**src/hdl/irad_pkg.sv**
```systemverilog
`timescale 1ns / 1ps
// Shared types for the integer radical block: sequencer states, unit operations
// and the command word passed from the sequencer to the shared arithmetic unit.
// No dependencies.
package irad_pkg;

    typedef enum logic [5:0] {
        ST_IDLE   = 6'b000001,
        ST_DIVIDE = 6'b000010,
        ST_TEST   = 6'b000100,
        ST_SCALE  = 6'b001000,
        ST_CLOSE  = 6'b010000,
        ST_DONE   = 6'b100000
    } irad_state_t;

    typedef enum logic {
        OP_DIV = 1'b0,
        OP_MUL = 1'b1
    } irad_op_t;

    typedef struct packed {
        logic     start;
        irad_op_t op;
    } irad_cmd_t;

endpackage

```
**src/hdl/irad_if.sv**
```systemverilog
`timescale 1ns / 1ps
// Valid/ready stream interfaces for the integer radical block: one carries the
// operand value, the other the radical. No dependencies.
interface irad_value_if #(parameter int VALUE_WIDTH = 40) ();
    logic                   valid;
    logic                   ready;
    logic [VALUE_WIDTH-1:0] value;

    modport source (output valid, output value, input ready);
    modport sink   (input valid, input value, output ready);
endinterface

interface irad_radical_if #(parameter int VALUE_WIDTH = 40) ();
    logic                   valid;
    logic                   ready;
    logic [VALUE_WIDTH-1:0] radical;

    modport source (output valid, output radical, input ready);
    modport sink   (input valid, input radical, output ready);
endinterface

```
**src/hdl/irad_unit.sv**
```systemverilog
`timescale 1ns / 1ps
// Shared bit-serial arithmetic unit: restoring division or shift-add multiply,
// one bit per cycle through a single adder. Depends on irad_pkg.
module irad_unit
    import irad_pkg::*;
#(
    parameter int VALUE_WIDTH = 40
)
(
    input  logic                   clk,
    input  logic                   rst_n,
    input  irad_cmd_t              cmd,
    input  logic [VALUE_WIDTH-1:0] opnd_a,
    input  logic [VALUE_WIDTH-1:0] opnd_b,
    output logic                   done,
    output logic [VALUE_WIDTH-1:0] shift_word,
    output logic [VALUE_WIDTH-1:0] acc_word
);

    localparam int W     = VALUE_WIDTH;
    localparam int CNT_W = $clog2(VALUE_WIDTH);

    logic             run_reg;
    logic             done_reg;
    logic [CNT_W-1:0] cnt_reg;
    irad_op_t         op_reg;
    logic [W-1:0]     acc_reg;
    logic [W-1:0]     shf_reg;
    logic [W-1:0]     opnd_reg;

    logic             bit_in;
    logic [W:0]       add_x;
    logic [W:0]       add_y;
    logic             add_cin;
    logic [W+1:0]     add_sum;
    logic             fits;
    logic [W-1:0]     acc_next;
    logic [W-1:0]     shf_next;

    assign bit_in = shf_reg[W-1];

    // One adder: subtract the divisor, or add the multiplicand when the bit is set
    always_comb
    begin
        if (op_reg == OP_DIV)
        begin
            add_x   = {acc_reg, bit_in};
            add_y   = ~{1'b0, opnd_reg};
            add_cin = 1'b1;
        end
        else
        begin
            add_x   = {1'b0, acc_reg[W-2:0], 1'b0};
            add_y   = bit_in ? {1'b0, opnd_reg} : '0;
            add_cin = 1'b0;
        end
        add_sum = {1'b0, add_x} + {1'b0, add_y} + {{(W+1){1'b0}}, add_cin};
        fits    = add_sum[W+1];

        if (op_reg == OP_DIV)
        begin
            acc_next = fits ? add_sum[W-1:0] : add_x[W-1:0];
            shf_next = {shf_reg[W-2:0], fits};
        end
        else
        begin
            acc_next = add_sum[W-1:0];
            shf_next = {shf_reg[W-2:0], 1'b0};
        end
    end

    always_ff @(posedge clk or negedge rst_n)
    begin
        if (!rst_n)
        begin
            run_reg  <= 1'b0;
            done_reg <= 1'b0;
            cnt_reg  <= '0;
            op_reg   <= OP_DIV;
        end
        else if (cmd.start)
        begin
            run_reg  <= 1'b1;
            done_reg <= 1'b0;
            cnt_reg  <= CNT_W'(W - 1);
            op_reg   <= cmd.op;
        end
        else if (run_reg)
        begin
            if (cnt_reg == '0)
            begin
                run_reg  <= 1'b0;
                done_reg <= 1'b1;
            end
            else
            begin
                cnt_reg <= cnt_reg - 1'b1;
            end
        end
        else
        begin
            done_reg <= 1'b0;
        end
    end

    always_ff @(posedge clk)
    begin
        if (cmd.start)
        begin
            acc_reg  <= '0;
            shf_reg  <= opnd_b;
            opnd_reg <= opnd_a;
        end
        else if (run_reg)
        begin
            acc_reg <= acc_next;
            shf_reg <= shf_next;
        end
    end

    assign done       = done_reg;
    assign shift_word = shf_reg;
    assign acc_word   = acc_reg;

endmodule

```
**src/hdl/integer_radical.sv**
```systemverilog
`timescale 1ns / 1ps
// Integer radical by trial division: sequencer around the shared unit, with a
// registered result stage. Depends on irad_pkg, irad_if and irad_unit.
//
// Usage
//   operand (sink): one word carries value, an unsigned integer of at least 1.
//   result (source): one word carries radical, the product of the distinct
//   prime factors of value. Exactly one result word per operand word.
//   operand.ready is high only while the sequencer is idle; one value is
//   factored at a time.
// Operation
//   Every division runs through the shared bit-serial unit and is followed by a
//   state that tests its outcome; each multiply into the product also runs
//   through the unit. A value takes a trial division per divisor tried, one
//   more per prime factor stripped, a multiply per distinct prime stripped and
//   one more multiply when a last prime is left over. operand.ready returns in
//   the same cycle in which the result is presented.
// Reset
//   rst_n clears the sequencer and the result stage; the block comes up idle
//   and ready, with no result pending.
// Stall
//   The result register holds its word until taken. A new operand is accepted
//   while it waits; a later result waits in the final state until the
//   register frees up.
module integer_radical
    import irad_pkg::*;
#(
    parameter int VALUE_WIDTH = 40
)
(
    input  logic                  clk,
    input  logic                  rst_n,
    irad_value_if.sink            operand,
    irad_radical_if.source        result
);

    localparam int W     = VALUE_WIDTH;
    localparam int DIV_W = VALUE_WIDTH / 2 + 1;

    irad_state_t  state_reg,     state_next;
    irad_cmd_t    cmd_reg,       cmd_next;
    logic [W-1:0] opa_reg,       opa_next;
    logic [W-1:0] opb_reg,       opb_next;
    logic [W-1:0] rem_reg,       rem_next;
    logic [DIV_W-1:0] div_reg,   div_next;
    logic [W-1:0] prod_reg,      prod_next;
    logic         counted_reg,   counted_next;
    logic         outer_reg,     outer_next;
    logic         out_valid_reg, out_valid_next;
    logic [W-1:0] radical_reg,   radical_next;

    logic         unit_done;
    logic [W-1:0] quot_word;
    logic [W-1:0] acc_word;
    logic [W-1:0] div_wide;
    logic         load_out;

    irad_unit #(
        .VALUE_WIDTH (VALUE_WIDTH)
    ) u_unit (
        .clk        (clk),
        .rst_n      (rst_n),
        .cmd        (cmd_reg),
        .opnd_a     (opa_reg),
        .opnd_b     (opb_reg),
        .done       (unit_done),
        .shift_word (quot_word),
        .acc_word   (acc_word)
    );

    assign div_wide      = W'(div_reg);
    assign operand.ready = (state_reg == ST_IDLE);

    always_comb
    begin
        state_next   = state_reg;
        cmd_next     = '{start: 1'b0, op: OP_DIV};
        opa_next     = opa_reg;
        opb_next     = opb_reg;
        rem_next     = rem_reg;
        div_next     = div_reg;
        prod_next    = prod_reg;
        counted_next = counted_reg;
        outer_next   = outer_reg;
        load_out     = 1'b0;

        case (state_reg)
            ST_IDLE:
            begin
                if (operand.valid)
                begin
                    // start the first trial: value / 2
                    rem_next     = operand.value;
                    div_next     = DIV_W'(2);
                    prod_next    = W'(1);
                    counted_next = 1'b0;
                    outer_next   = 1'b1;
                    opa_next     = W'(2);
                    opb_next     = operand.value;
                    cmd_next     = '{start: 1'b1, op: OP_DIV};
                    state_next   = ST_DIVIDE;
                end
            end
            ST_DIVIDE:
            begin
                if (unit_done)
                begin
                    state_next = ST_TEST;
                end
            end
            ST_TEST:
            begin
                if (outer_reg && (div_wide > quot_word))
                begin
                    // divisor squared exceeds the remainder: what is left is prime or one
                    if (rem_reg > W'(1))
                    begin
                        opa_next   = prod_reg;
                        opb_next   = rem_reg;
                        cmd_next   = '{start: 1'b1, op: OP_MUL};
                        state_next = ST_CLOSE;
                    end
                    else
                    begin
                        state_next = ST_DONE;
                    end
                end
                else if (acc_word == '0)
                begin
                    // divides: strip one factor, fold it into the product once
                    rem_next   = quot_word;
                    outer_next = 1'b0;
                    if (!counted_reg)
                    begin
                        counted_next = 1'b1;
                        opa_next     = prod_reg;
                        opb_next     = div_wide;
                        cmd_next     = '{start: 1'b1, op: OP_MUL};
                        state_next   = ST_SCALE;
                    end
                    else
                    begin
                        opa_next   = div_wide;
                        opb_next   = quot_word;
                        cmd_next   = '{start: 1'b1, op: OP_DIV};
                        state_next = ST_DIVIDE;
                    end
                end
                else
                begin
                    // advance to the next trial divisor
                    div_next     = div_reg + 1'b1;
                    counted_next = 1'b0;
                    outer_next   = 1'b1;
                    opa_next     = W'(div_reg + 1'b1);
                    opb_next     = rem_reg;
                    cmd_next     = '{start: 1'b1, op: OP_DIV};
                    state_next   = ST_DIVIDE;
                end
            end
            ST_SCALE:
            begin
                if (unit_done)
                begin
                    prod_next  = acc_word;
                    opa_next   = div_wide;
                    opb_next   = rem_reg;
                    cmd_next   = '{start: 1'b1, op: OP_DIV};
                    state_next = ST_DIVIDE;
                end
            end
            ST_CLOSE:
            begin
                if (unit_done)
                begin
                    prod_next  = acc_word;
                    state_next = ST_DONE;
                end
            end
            ST_DONE:
            begin
                // hold until the result register is free
                if (!out_valid_reg || result.ready)
                begin
                    load_out   = 1'b1;
                    state_next = ST_IDLE;
                end
            end
            default:
            begin
                state_next = ST_IDLE;
            end
        endcase

        if (load_out)
        begin
            out_valid_next = 1'b1;
            radical_next   = prod_reg;
        end
        else
        begin
            out_valid_next = out_valid_reg && !result.ready;
            radical_next   = radical_reg;
        end
    end

    always_ff @(posedge clk or negedge rst_n)
    begin
        if (!rst_n)
        begin
            state_reg     <= ST_IDLE;
            cmd_reg       <= '{start: 1'b0, op: OP_DIV};
            out_valid_reg <= 1'b0;
            counted_reg   <= 1'b0;
            outer_reg     <= 1'b0;
        end
        else
        begin
            state_reg     <= state_next;
            cmd_reg       <= cmd_next;
            out_valid_reg <= out_valid_next;
            counted_reg   <= counted_next;
            outer_reg     <= outer_next;
        end
    end

    always_ff @(posedge clk)
    begin
        opa_reg     <= opa_next;
        opb_reg     <= opb_next;
        rem_reg     <= rem_next;
        div_reg     <= div_next;
        prod_reg    <= prod_next;
        radical_reg <= radical_next;
    end

    assign result.valid   = out_valid_reg;
    assign result.radical = radical_reg;

endmodule

```
**src/flat_wrapper.sv**
```systemverilog
// flat-port wrapper written by rule: the top's interface ports become plain ports
module integer_radical_flat import irad_pkg::*;
#(
    parameter int VALUE_WIDTH = 40
)
  (clk, rst_n, operand_valid, operand_value, operand_ready, result_valid, result_radical, result_ready);
  irad_value_if #(.VALUE_WIDTH(VALUE_WIDTH)) operand_i ();
  irad_radical_if #(.VALUE_WIDTH(VALUE_WIDTH)) result_i ();
  input  logic clk;
  input  logic rst_n;
  input wire logic [$bits(operand_i.valid)-1:0] operand_valid;
  input wire logic [$bits(operand_i.value)-1:0] operand_value;
  output wire logic [$bits(operand_i.ready)-1:0] operand_ready;
  output wire logic [$bits(result_i.valid)-1:0] result_valid;
  output wire logic [$bits(result_i.radical)-1:0] result_radical;
  input wire logic [$bits(result_i.ready)-1:0] result_ready;
  assign operand_i.valid = operand_valid;
  assign operand_i.value = operand_value;
  assign operand_ready = operand_i.ready;
  assign result_valid = result_i.valid;
  assign result_radical = result_i.radical;
  assign result_i.ready = result_ready;
  integer_radical #(.VALUE_WIDTH(VALUE_WIDTH)) u_core (.clk(clk), .rst_n(rst_n), .operand(operand_i), .result(result_i));
endmodule
```
**config.mk**
```make
export PLATFORM = sky130hd
export DESIGN_NAME = integer_radical_flat
export DESIGN_NICKNAME = d
export VERILOG_FILES = /design/src/hdl/irad_pkg.sv /design/src/hdl/irad_if.sv /design/src/hdl/irad_unit.sv /design/src/hdl/integer_radical.sv /design/src/flat_wrapper.sv
export SDC_FILE = /design/constraint.sdc
export NUM_CORES = 1
export LEC_CHECK = 0
export BUFFER_PORTS_ARGS = -buffer_cell sky130_fd_sc_hd__buf_2
export CORE_MARGIN = 10
export CORE_UTILIZATION = 30
export DETAILED_ROUTE_END_ITERATION = 8
export GPL_ROUTABILITY_DRIVEN = 0
export PLACE_DENSITY = 0.45
export SETUP_SLACK_MARGIN = 0.2
export SYNTH_ARGS = -nofsm -noshare
export SYNTH_HDL_FRONTEND = slang
export SYNTH_SLANG_ARGS = --single-unit
```
**constraint.sdc**
```tcl
create_clock -name clk -period 15.02 [get_ports clk]
set_input_delay 0 -clock clk [delete_from_list [all_inputs] [get_ports clk]]
set_output_delay 0 -clock clk [all_outputs]
set_load 0.01 [all_outputs]
```
==> results of run 1 <==
[metal layers]
metal / global-route usage [%] / up-vias
met2: 24.3 / 303
met5: 0 / -
met4: 3.67 / 0
met1: 19.2 / 6622
met3: 2.29 / 66
li1: - / 6619
[area by class of cell]
type	count	area [sq um]
Multi-Input combinational cell	1231	7690
Inverter	43	161
Tap cell	790	988
Fill cell	6222	39800
Clock buffer	50	1140
Sequential cell	361	10300
Timing Repair Buffer	157	1080
Clock inverter	27	248
[cells by family after synthesis]
| family | share of synthesized area, % |
|---|---|
| adders and majority gates | 4.46 |
| and+or+nand+nor | 15.7 |
| AOI/OAI and AO/OA | 15.4 |
| muxes | 2.78 |
| buffers and inverters | 3.25 |
| xor gates and xnor gates | 2.69 |
| DFF | 55.7 |
[power breakdown]
group | internal (mW) | total, mW | switching, mW
Clock | 0.613 | 1.04 | 0.430
Sequential | 1.07 | 1.07 | 0.0000000000000000104
Combinational | 0.0178 | 0.0286 | 0.0109
Total | 1.70 | 2.15 | 0.441
[Yosys cell counts, types with 8 or more instances]
cell type,count
a311oi_1,18
xor2_1,20
dfxtp_1,40
and3_1,27
o21ai_1,12
a21oi_1,96
edfxtp_1,301
o221ai_1,8
a221o_1,23
nor2_1,120
nand2_1,302
nor4_1,27
inv_1,43
a31oi_1,9
dfrtp_1,19
nand2b_1,18
nand3_1,25
o31ai_1,8
o211ai_1,10
o21ai_0,136
mux2_2,21
clkbuf_1,70
a22oi_1,22
nand4_1,14
xnor2_1,37
a21o_1,13
nor2b_1,44
mux2i_1,28
buf_2,15
nor3_1,11
ha_1,63
[worst max-delay path by stage]
stage                                       to  slack [ps]  cells after the start
finish              u_core.u_unit.acc_word[25]       10450                     15
detailed placement  u_core.u_unit.acc_word[25]       10330                     15
floorplan                    u_core.opa_reg[0]        6740                      8
global placement            u_core.opa_reg[38]       10440                      9
global route        u_core.u_unit.acc_word[31]       10010                     14
CTS                 u_core.u_unit.acc_word[25]       10330                     15
[through the flow]
step                setup WS [ps]  total power [mW]  std cells  area [sq um]  utilization (%)
floorplan                    6740              1.10       1734         18600                -
global placement            10440              1.11       2537         19800             32.2
detailed placement          10330              1.11       2537         19800             32.2
CTS                         10330              2.18       2659         21700             35.2
global route                10010              2.22       2659         21700             35.2
finish                      10450              2.15       2659         21700             35.2
[critical path, stage by stage (launching register included)]
cell and delay, ps:
dfrtp_1 320, buf_4 360, and2_1 180, buf_4 390, a21oi_1 160, fa_1 390
nand2b_1 170, a21o_1 180, a31o_1 220, and2_4 190, o311ai_4 240, nand3_2 190
o211ai_4 860, nand2_1 360, nor2_1 180, a221o_1 120
==> flow_summary_export.csv, run 1 <==
group,metric,value,unit
clock_network,numCtsBuffers,43,
synthesis,async_flop_share,5.54,%
finish,final_nets,1946,
power,max-vdd-ir-drop,0.0745,mV
global_routing,track_usage,14.5,%
setup_path,start_kind,"register",
die,initial_core_util,30.2,%
die,design.die.area,0.0722,sq mm
routing,ant_nets,0,
clock_network,cts_tree,"done",
routing,met2_wirelength,25400,um
global_routing,grt_pass1_wl,82200,um
clock_network,ctsLongestPathBuffers,3,
timing,rsz0062_at_grt,"no",
synthesis,synth_area_leaders,"edfxtp_1 (49%), nand2_1 (6.1%), dfxtp_1 (4.3%)",
routing,drc,0,
die,coreArea,0.0615,sq mm
finish,layout-drive-gt1-share,12.8,%
routing,wirelength,53100,um
die,io_pins,86,
synthesis,ys_ff_latch,361,
power,power.density,99.1,mW/mm^2
clock_network,h-tree-depth,2,
routing,first_iter_violations,1002,
global_routing,grt_max_degree,62,
die,die_w,269,um
clock_network,clk_pin_slew,60,ps
timing,timing.hold.ws,245,ps
timing,fin_crit_sh,30.4,%
timing,max_slew.worst_pin.slew,1190,ps
timing,slew_viol_final,0,
run,drv_cap,0,
routing,detail_route.vias_per_cell,5.12,
die,die_h,269,um
synthesis,synth_fp_nets,1843,
setup_path,path_class,"register to register",
global_routing,grt-ovfl-total,0,
finish,diodes,0,
synthesis,syn-cell-area,0.0186,sq mm
worst_hold_path,holdPathEnd,"u_core.rem_reg[21]",
setup_path,worstPathMaxFanout,43,
timing,slew_headroom,20.9,%
setup_path,required,15540,ps
timing,fin_crit,4570,ps
synthesis,yosysWarningCount,0,
setup_path,reg2reg_to,"u_core.u_unit.acc_word[25]",
finish,mostFrequentLayoutCells,"nand2_1 (301), edfxtp_1 (301), o21ai_0 (133)",
clock_network,cts_hold_buffers,45,
worst_hold_path,hold_path.startpoint,"operand_value[21]",
routing,wl_met3,2300,um
timing,setup-tns-final,0,ps
routing,firstDrtPassIters,5,
run_status,status,"finished, final reports clean",
global_routing,grt_pass1_vias,13593,
setup_path,rr_worst_depth,15,
clock_network,cts_resized,0,
place,io_buffers,85,
setup_path,startpoint,"u_core.u_unit.op_reg",
setup_path,cp-end-kind,"register",
place,hpwl,35700,um
synthesis,synth_edf_count,301,
routing,wl_per_cell,20.0,um
finish,area_growth,16.6,%
power,p_leak,7.98,nW
clock_network,clock_latency,570,ps
synthesis,synth-main-ff-cell,"edfxtp_1",
setup_path,reg2reg_slack,10450,ps
synthesis,synth_area_leader_cell,"edfxtp_1",
setup_path,arrival,5090,ps
synthesis,netlist_instances,1734,
setup_path,r2r-start,"u_core.u_unit.op_reg",
routing,vias,13610,
timing,hold_viol_final,0,
synthesis,synth_cell_types,85,
timing,timing.fmax,219,MHz
worst_hold_path,min_path_type,"primary input to register",
routing,met1_length,24400,um
die,std_cell_rows,91,
synthesis,yosysSeqAreaShare,55.7,%
clock_network,clock-sinks,361,
routing,highest_layer,"met4",
synthesis,synth_top_area_share,48.7,%
timing,finalClockSkew,22.9,ps
clock_network,cts_setup_buffers,0,
clock_network,cts_root_buf,"clkbuf_16",
synthesis,postSynthAreaPerCell,10.7,sq um
worst_hold_path,hold_depth,4,
global_routing,antenna_found_initial,1,
timing,finalSetupViolations,0,
Note: power is estimated with default switching activity, not from simulation.
==> run 2, diff against run 1 <==
==> constraint.sdc (replaced) <==
create_clock -name clk -period 4.3 [get_ports clk]
set_input_delay 0 -clock clk [delete_from_list [all_inputs] [get_ports clk]]
set_output_delay 0 -clock clk [all_outputs]
set_load 0.01 [all_outputs]
==> run 2 against run 1 <==
Effect of this change:
- flip-flop and latch count stayed put
- sequential power rose to 3.5 times the previous value
- power rose to 3.6 times the previous value
- highest routed layer is now met5
- global-route usage grew 0.30 points
- fmax up 21%
- combinational power rose to 3.5 times the previous value
==> flow_summary_export.csv, run 2 (synthesis gave the netlist of run 1 again) <==
group,metric,value,unit
timing,hold_viol_final,0,
timing,slew_viol_final,0,
clock_network,cts_resized,0,
die,initial_core_util,30.2,%
place,dp_slack,501,ps
global_routing,antenna_found_initial,3,
power,power,7.65,mW
clock_network,clock-sinks,361,
finish,mostFrequentLayoutCells,"nand2_1 (301), edfxtp_1 (301), o21ai_0 (133)",
power,power.density,349,mW/mm^2
clock_network,numCtsBuffers,44,
timing,fin_crit,3770,ps
routing,wl_per_cell,20.1,um
power,max-vdd-ir-drop,0.279,mV
finish,layout-drive-gt1-share,14.1,%
timing,slew_headroom,27.9,%
setup_path,r2r-start,"u_core.u_unit.shift_word[39]",
setup_path,path_class,"register to register",
global_routing,grt-ovfl-total,0,
setup_path,required,4750,ps
global_routing,grt_pass1_wl,83200,um
finish,diodes,0,
finish,fillers,6178,
die,die_w,269,um
worst_hold_path,holdPathEnd,"u_core.rem_reg[21]",
finish,area_growth,18.1,%
setup_path,start_kind,"register",
die,io_pins,86,
place,hpwl,37500,um
routing,first_iter_violations,1048,
power,p_leak,8.15,nW
timing,max_slew.worst_pin.slew,1080,ps
setup_path,rr_worst_depth,16,
global_routing,track_usage,14.8,%
global_routing,grt_max_degree,61,
timing,timing.hold.ws,260,ps
clock_network,clock_latency,560,ps
setup_path,critical_path.slowest_cell,"fa_1",
worst_hold_path,hold_depth,4,
worst_hold_path,min_path_type,"primary input to register",
routing,vias,13759,
timing,finalSetupViolations,0,
finish,final_nets,1968,
run_status,status,"finished, final reports clean",
die,die_h,269,um
routing,firstDrtPassIters,5,
timing,fin_ws,532,ps
run,drv_cap,0,
clock_network,h-tree-depth,2,
clock_network,clk_pin_slew,60,ps
routing,ant_nets,0,
setup_path,reg2reg_slack,530,ps
setup_path,worstPathMaxFanout,40,
global_routing,grt_pass1_vias,13795,
setup_path,reg2reg_to,"u_core.u_unit.acc_word[28]",
die,coreArea,0.0615,sq mm
routing,detail_route.vias_per_cell,5.13,
timing,finalClockSkew,11.0,ps
timing,fin_crit_sh,87.6,%
setup_path,cpPeakStageDelay,420,ps
setup_path,arrival,4210,ps
setup_path,path_cells,"and2_1, buf_12, a21oi_1, fa_1, inv_1, fa_1, a211oi_1, o211a_1, o2bb2ai_1, a211oi_2, o211ai_1, a31oi_1, nor2b_1, o21ai_1, mux2i_1, a21oi_1",
place,io_buffers,85,
clock_network,ctsLongestPathBuffers,3,
die,std_cell_rows,91,
die,design.die.area,0.0722,sq mm
clock_network,cts_root_buf,"clkbuf_16",
timing,timing.fmax,265,MHz
worst_hold_path,hold_path.startpoint,"operand_value[21]",
setup_path,cp-end-kind,"register",
routing,drc,0,
timing,setup-tns-final,0,ps
clock_network,cts_tree,"done",
timing,rsz0062_at_grt,"no",
routing,wirelength,54000,um
==> run 2: routing by layer <==
metal  vias to the layer above  GRT usage [%]  part of all wire, %
met3                        76           2.06                  3.8
li1                       6653              -                    -
met1                      6760           19.5                   46
met4                         2           3.87                  2.0
met2                       268           25.2                   49
met5                         -              0                0.024
==> run 2: cell type report <==
| cell class | instances | area (sq um) | share of cell area, % |
|---|---|---|---|
| Timing Repair Buffer | 178 | 1290 | 5.87 |
| Multi-Input combinational cell | 1231 | 7680 | 35.0 |
| Inverter | 43 | 161 | 0.736 |
| Sequential cell | 361 | 10300 | 47.2 |
| Tap cell | 790 | 988 | 4.51 |
| Clock inverter | 23 | 284 | 1.30 |
| Clock buffer | 57 | 1180 | 5.39 |
==> run 2: power by group <==
group	internal, mW	switching (mW)
logic	0.0621	0.0384
registers	3.75	0.0000000000000000446
clock network	2.31	1.50
==> run 2: through the flow <==
stage	std cells	utilization, %	instance area, sq um
final	2683	35.7	21900
after floorplan	1734	-	18600
after CTS	2682	35.7	21900
after detailed placement	2557	32.5	20000
after global routing	2683	35.7	21900
after global placement	2557	32.5	20000
==> run 2: worst max-delay path, delay by kind of cell (launching register included) <==
kind,cells,cell delay (ps)
flip-flops,1,380
adder cells (fa/ha/maj),2,630
multiplexers,1,210
buffers and inverters,2,230
AO/OA/AOI/OAI,9,1930
AND/OR/NAND/NOR,2,280
==> run 2: what timing repair did <==
item / 4_1_cts / 5_1_grt
hold buffers: 45 / 0
endpoints found under the setup margin: 0 / 2
hold endpoints to repair: 107 / 0
buffers inserted: 0 / 1
==> run 2: worst max path at each step <==
stage	start	endpoint	slack, ps	cells past startpoint
2_1_floorplan	u_core.div_reg[17]	u_core.div_reg[0]	250	7
3_3_place_gp	u_core.div_reg[3]	u_core.opb_reg[10]	530	10
3_5_place_dp	u_core.u_unit.shift_word[39]	u_core.u_unit.acc_word[28]	500	16
4_1_cts	u_core.u_unit.shift_word[39]	u_core.u_unit.acc_word[28]	450	16
5_1_grt	u_core.u_unit.shift_word[39]	u_core.u_unit.acc_word[28]	250	16
6_report	u_core.u_unit.shift_word[39]	u_core.u_unit.acc_word[28]	530	16
==> run 3, diff against run 2 <==
--- a/config.mk
+++ b/config.mk
@@ -11,6 +11,7 @@
 export DETAILED_ROUTE_END_ITERATION = 8
 export GPL_ROUTABILITY_DRIVEN = 0
 export PLACE_DENSITY = 0.45
+export RECOVER_POWER = 50
 export SETUP_SLACK_MARGIN = 0.2
 export SYNTH_ARGS = -nofsm -noshare
 export SYNTH_HDL_FRONTEND = slang
==> run 3 against run 2 <==
Effect of this change:
- the run now ends with capacitance limit, slew limit left
- design area shrank 0.44%
- cell count is the same
- first-iteration DRC count shrank 1.2%
- core utilization shrank 0.16 points
- critical path depth is the same
- clock skew is essentially flat
- power is essentially flat
- flip-flop and latch count is the same
- clock-buffer cell count is the same
- register-to-register slack is essentially flat
==> flow_summary_export.csv, run 3 (synthesis gave the netlist of run 1 again) <==
group,metric,value,unit
run_status,status,"finished, violations left",
run_status,violations,"capacitance limit, slew limit",
clock_network,clock-sinks,361,
global_routing,antenna_found_initial,3,
power,power,7.66,mW
timing,max_slew.worst_pin.slew,2160,ps
clock_network,numCtsBuffers,44,
finish,diodes,0,
routing,wirelength,54000,um
global_routing,track_usage,14.8,%
setup_path,worst-path-buf-inv,2,
timing,hold_viol_final,0,
global_routing,grt_max_degree,61,
worst_hold_path,hold_path.startpoint,"operand_value[21]",
finish,final_nets,1968,
setup_path,arrival,4230,ps
place,io_buffers,85,
die,initial_core_util,30.2,%
setup_path,path_cells,"and2_1, buf_12, a21oi_1, fa_1, inv_1, fa_1, a211oi_1, o211a_1, o2bb2ai_1, a211oi_2, o211ai_1, a31oi_1, nor2b_1, o21ai_1, mux2i_1, a21oi_1",
setup_path,cpPeakStageDelay,420,ps
clock_network,clock_latency,560,ps
clock_network,cts_tree,"done",
setup_path,reg2reg_slack,520,ps
worst_hold_path,holdPathEnd,"u_core.rem_reg[21]",
timing,slew_headroom,-43.9,%
setup_path,r2r-start,"u_core.u_unit.shift_word[39]",
finish,postLayoutCoreUtil,35.5,%
timing,setup-tns-final,0,ps
setup_path,rr_worst_depth,16,
run,drv_cap,5,
setup_path,cp-end-kind,"register",
finish,layout-drive-gt1-share,11.4,%
power,max-vdd-ir-drop,0.280,mV
setup_path,critical_path.slowest_cell,"fa_1",
finish,final_area,0.0218,sq mm
die,coreArea,0.0615,sq mm
setup_path,required,4740,ps
routing,vias,13786,
setup_path,start_kind,"register",
power,power.density,351,mW/mm^2
timing,finalSetupViolations,0,
timing,fin_crit_sh,88.0,%
clock_network,cts_root_buf,"clkbuf_16",
routing,wl_per_cell,20.1,um
timing,rsz0062_at_grt,"no",
setup_path,worstPathMaxFanout,40,
global_routing,grt_pass1_vias,13795,
die,die_w,269,um
worst_hold_path,min_path_type,"primary input to register",
clock_network,ctsLongestPathBuffers,3,
timing,finalClockSkew,11.2,ps
global_routing,grt-ovfl-total,0,
timing,slew_viol_final,187,
finish,area_growth,17.6,%
die,die_h,269,um
routing,ant_nets,0,
clock_network,h-tree-depth,2,
timing,timing.fmax,264,MHz
global_routing,grt_pass1_wl,83200,um
setup_path,path_class,"register to register",
setup_path,reg2reg_to,"u_core.u_unit.acc_word[28]",
timing,fin_crit,3780,ps
die,io_pins,86,
setup_path,cpLargestDelayFamily,"compound AO/OA/AOI/OAI gates",
routing,first_iter_violations,1035,
clock_network,cts_resized,0,
routing,firstDrtPassIters,5,
worst_hold_path,hold_depth,4,
routing,drc,0,
place,hpwl,37500,um
place,dpl-instance-area,0.0200,sq mm
finish,mostFrequentLayoutCells,"nand2_1 (301), edfxtp_1 (301), o21ai_0 (133)",
setup_path,startpoint,"u_core.u_unit.shift_word[39]",
power,p_leak,8.07,nW
clock_network,clk_pin_slew,60,ps
routing,detail_route.vias_per_cell,5.14,
die,std_cell_rows,91,
die,design.die.area,0.0722,sq mm
[run 3: worst max path at each step]
stage	endpoint	depth (start not counted)
after floorplan	u_core.div_reg[0]	7
after global placement	u_core.opb_reg[10]	10
after detailed placement	u_core.u_unit.acc_word[28]	16
after CTS	u_core.u_unit.acc_word[28]	16
after global routing	u_core.prod_reg[4]	6
final	u_core.u_unit.acc_word[28]	16
[run 3: final cells by class]
| cell class | instances | area, sq um |
|---|---|---|
| Fill cell | 6214 | 39700 |
| Tap cell | 790 | 988 |
| Multi-Input combinational cell | 1231 | 7660 |
| Inverter | 43 | 161 |
| Clock buffer | 57 | 1180 |
| Timing Repair Buffer | 178 | 1210 |
| Clock inverter | 23 | 284 |
| Sequential cell | 361 | 10300 |
[run 3: per-stage QoR]
step / instances / hold slack [ps] / setup slack, ps
after global placement: 2557 / 7.02 / 527
final: 2683 / 258 / 517
after floorplan: 1734 / -296 / 247
after global routing: 2683 / 269 / 140
after CTS: 2682 / 222 / 453
after detailed placement: 2557 / 6.38 / 501
[run 3: layer usage]
layer	up-vias	track usage (%)	share of wire, %
met1	6745	19.5	46
met5	-	0	0.024
met2	306	25.2	48
met4	2	3.87	2.0
met3	76	2.06	4.2
li1	6657	-	-
[run 3: power by group]
group / total, mW / switching (mW) / internal (mW)
clock: 3.81 / 1.50 / 2.31
combinational: 0.100 / 0.0385 / 0.0620
sequential: 3.75 / 0.0000000000000000468 / 3.75
[run 3: worst reg2reg max path: stages (launching register included)]
cell       delay [ps]
edfxtp_1          380
and2_1            180
buf_12            180
a21oi_1           220
fa_1              210
inv_1              50
fa_1              420
a211oi_1          330
o211a_1           200
o2bb2ai_1         180
a211oi_2          340
o211ai_1          120
a31oi_1           270
nor2b_1           100
o21ai_1           210
mux2i_1           210
a21oi_1            80
[run 3: repair_timing]
action | CTS | global route
setup buffers | 0 | 1
hold buffers | 45 | 0
setup endpoints to repair | 0 | 2
endpoints found under the hold margin | 107 | 0
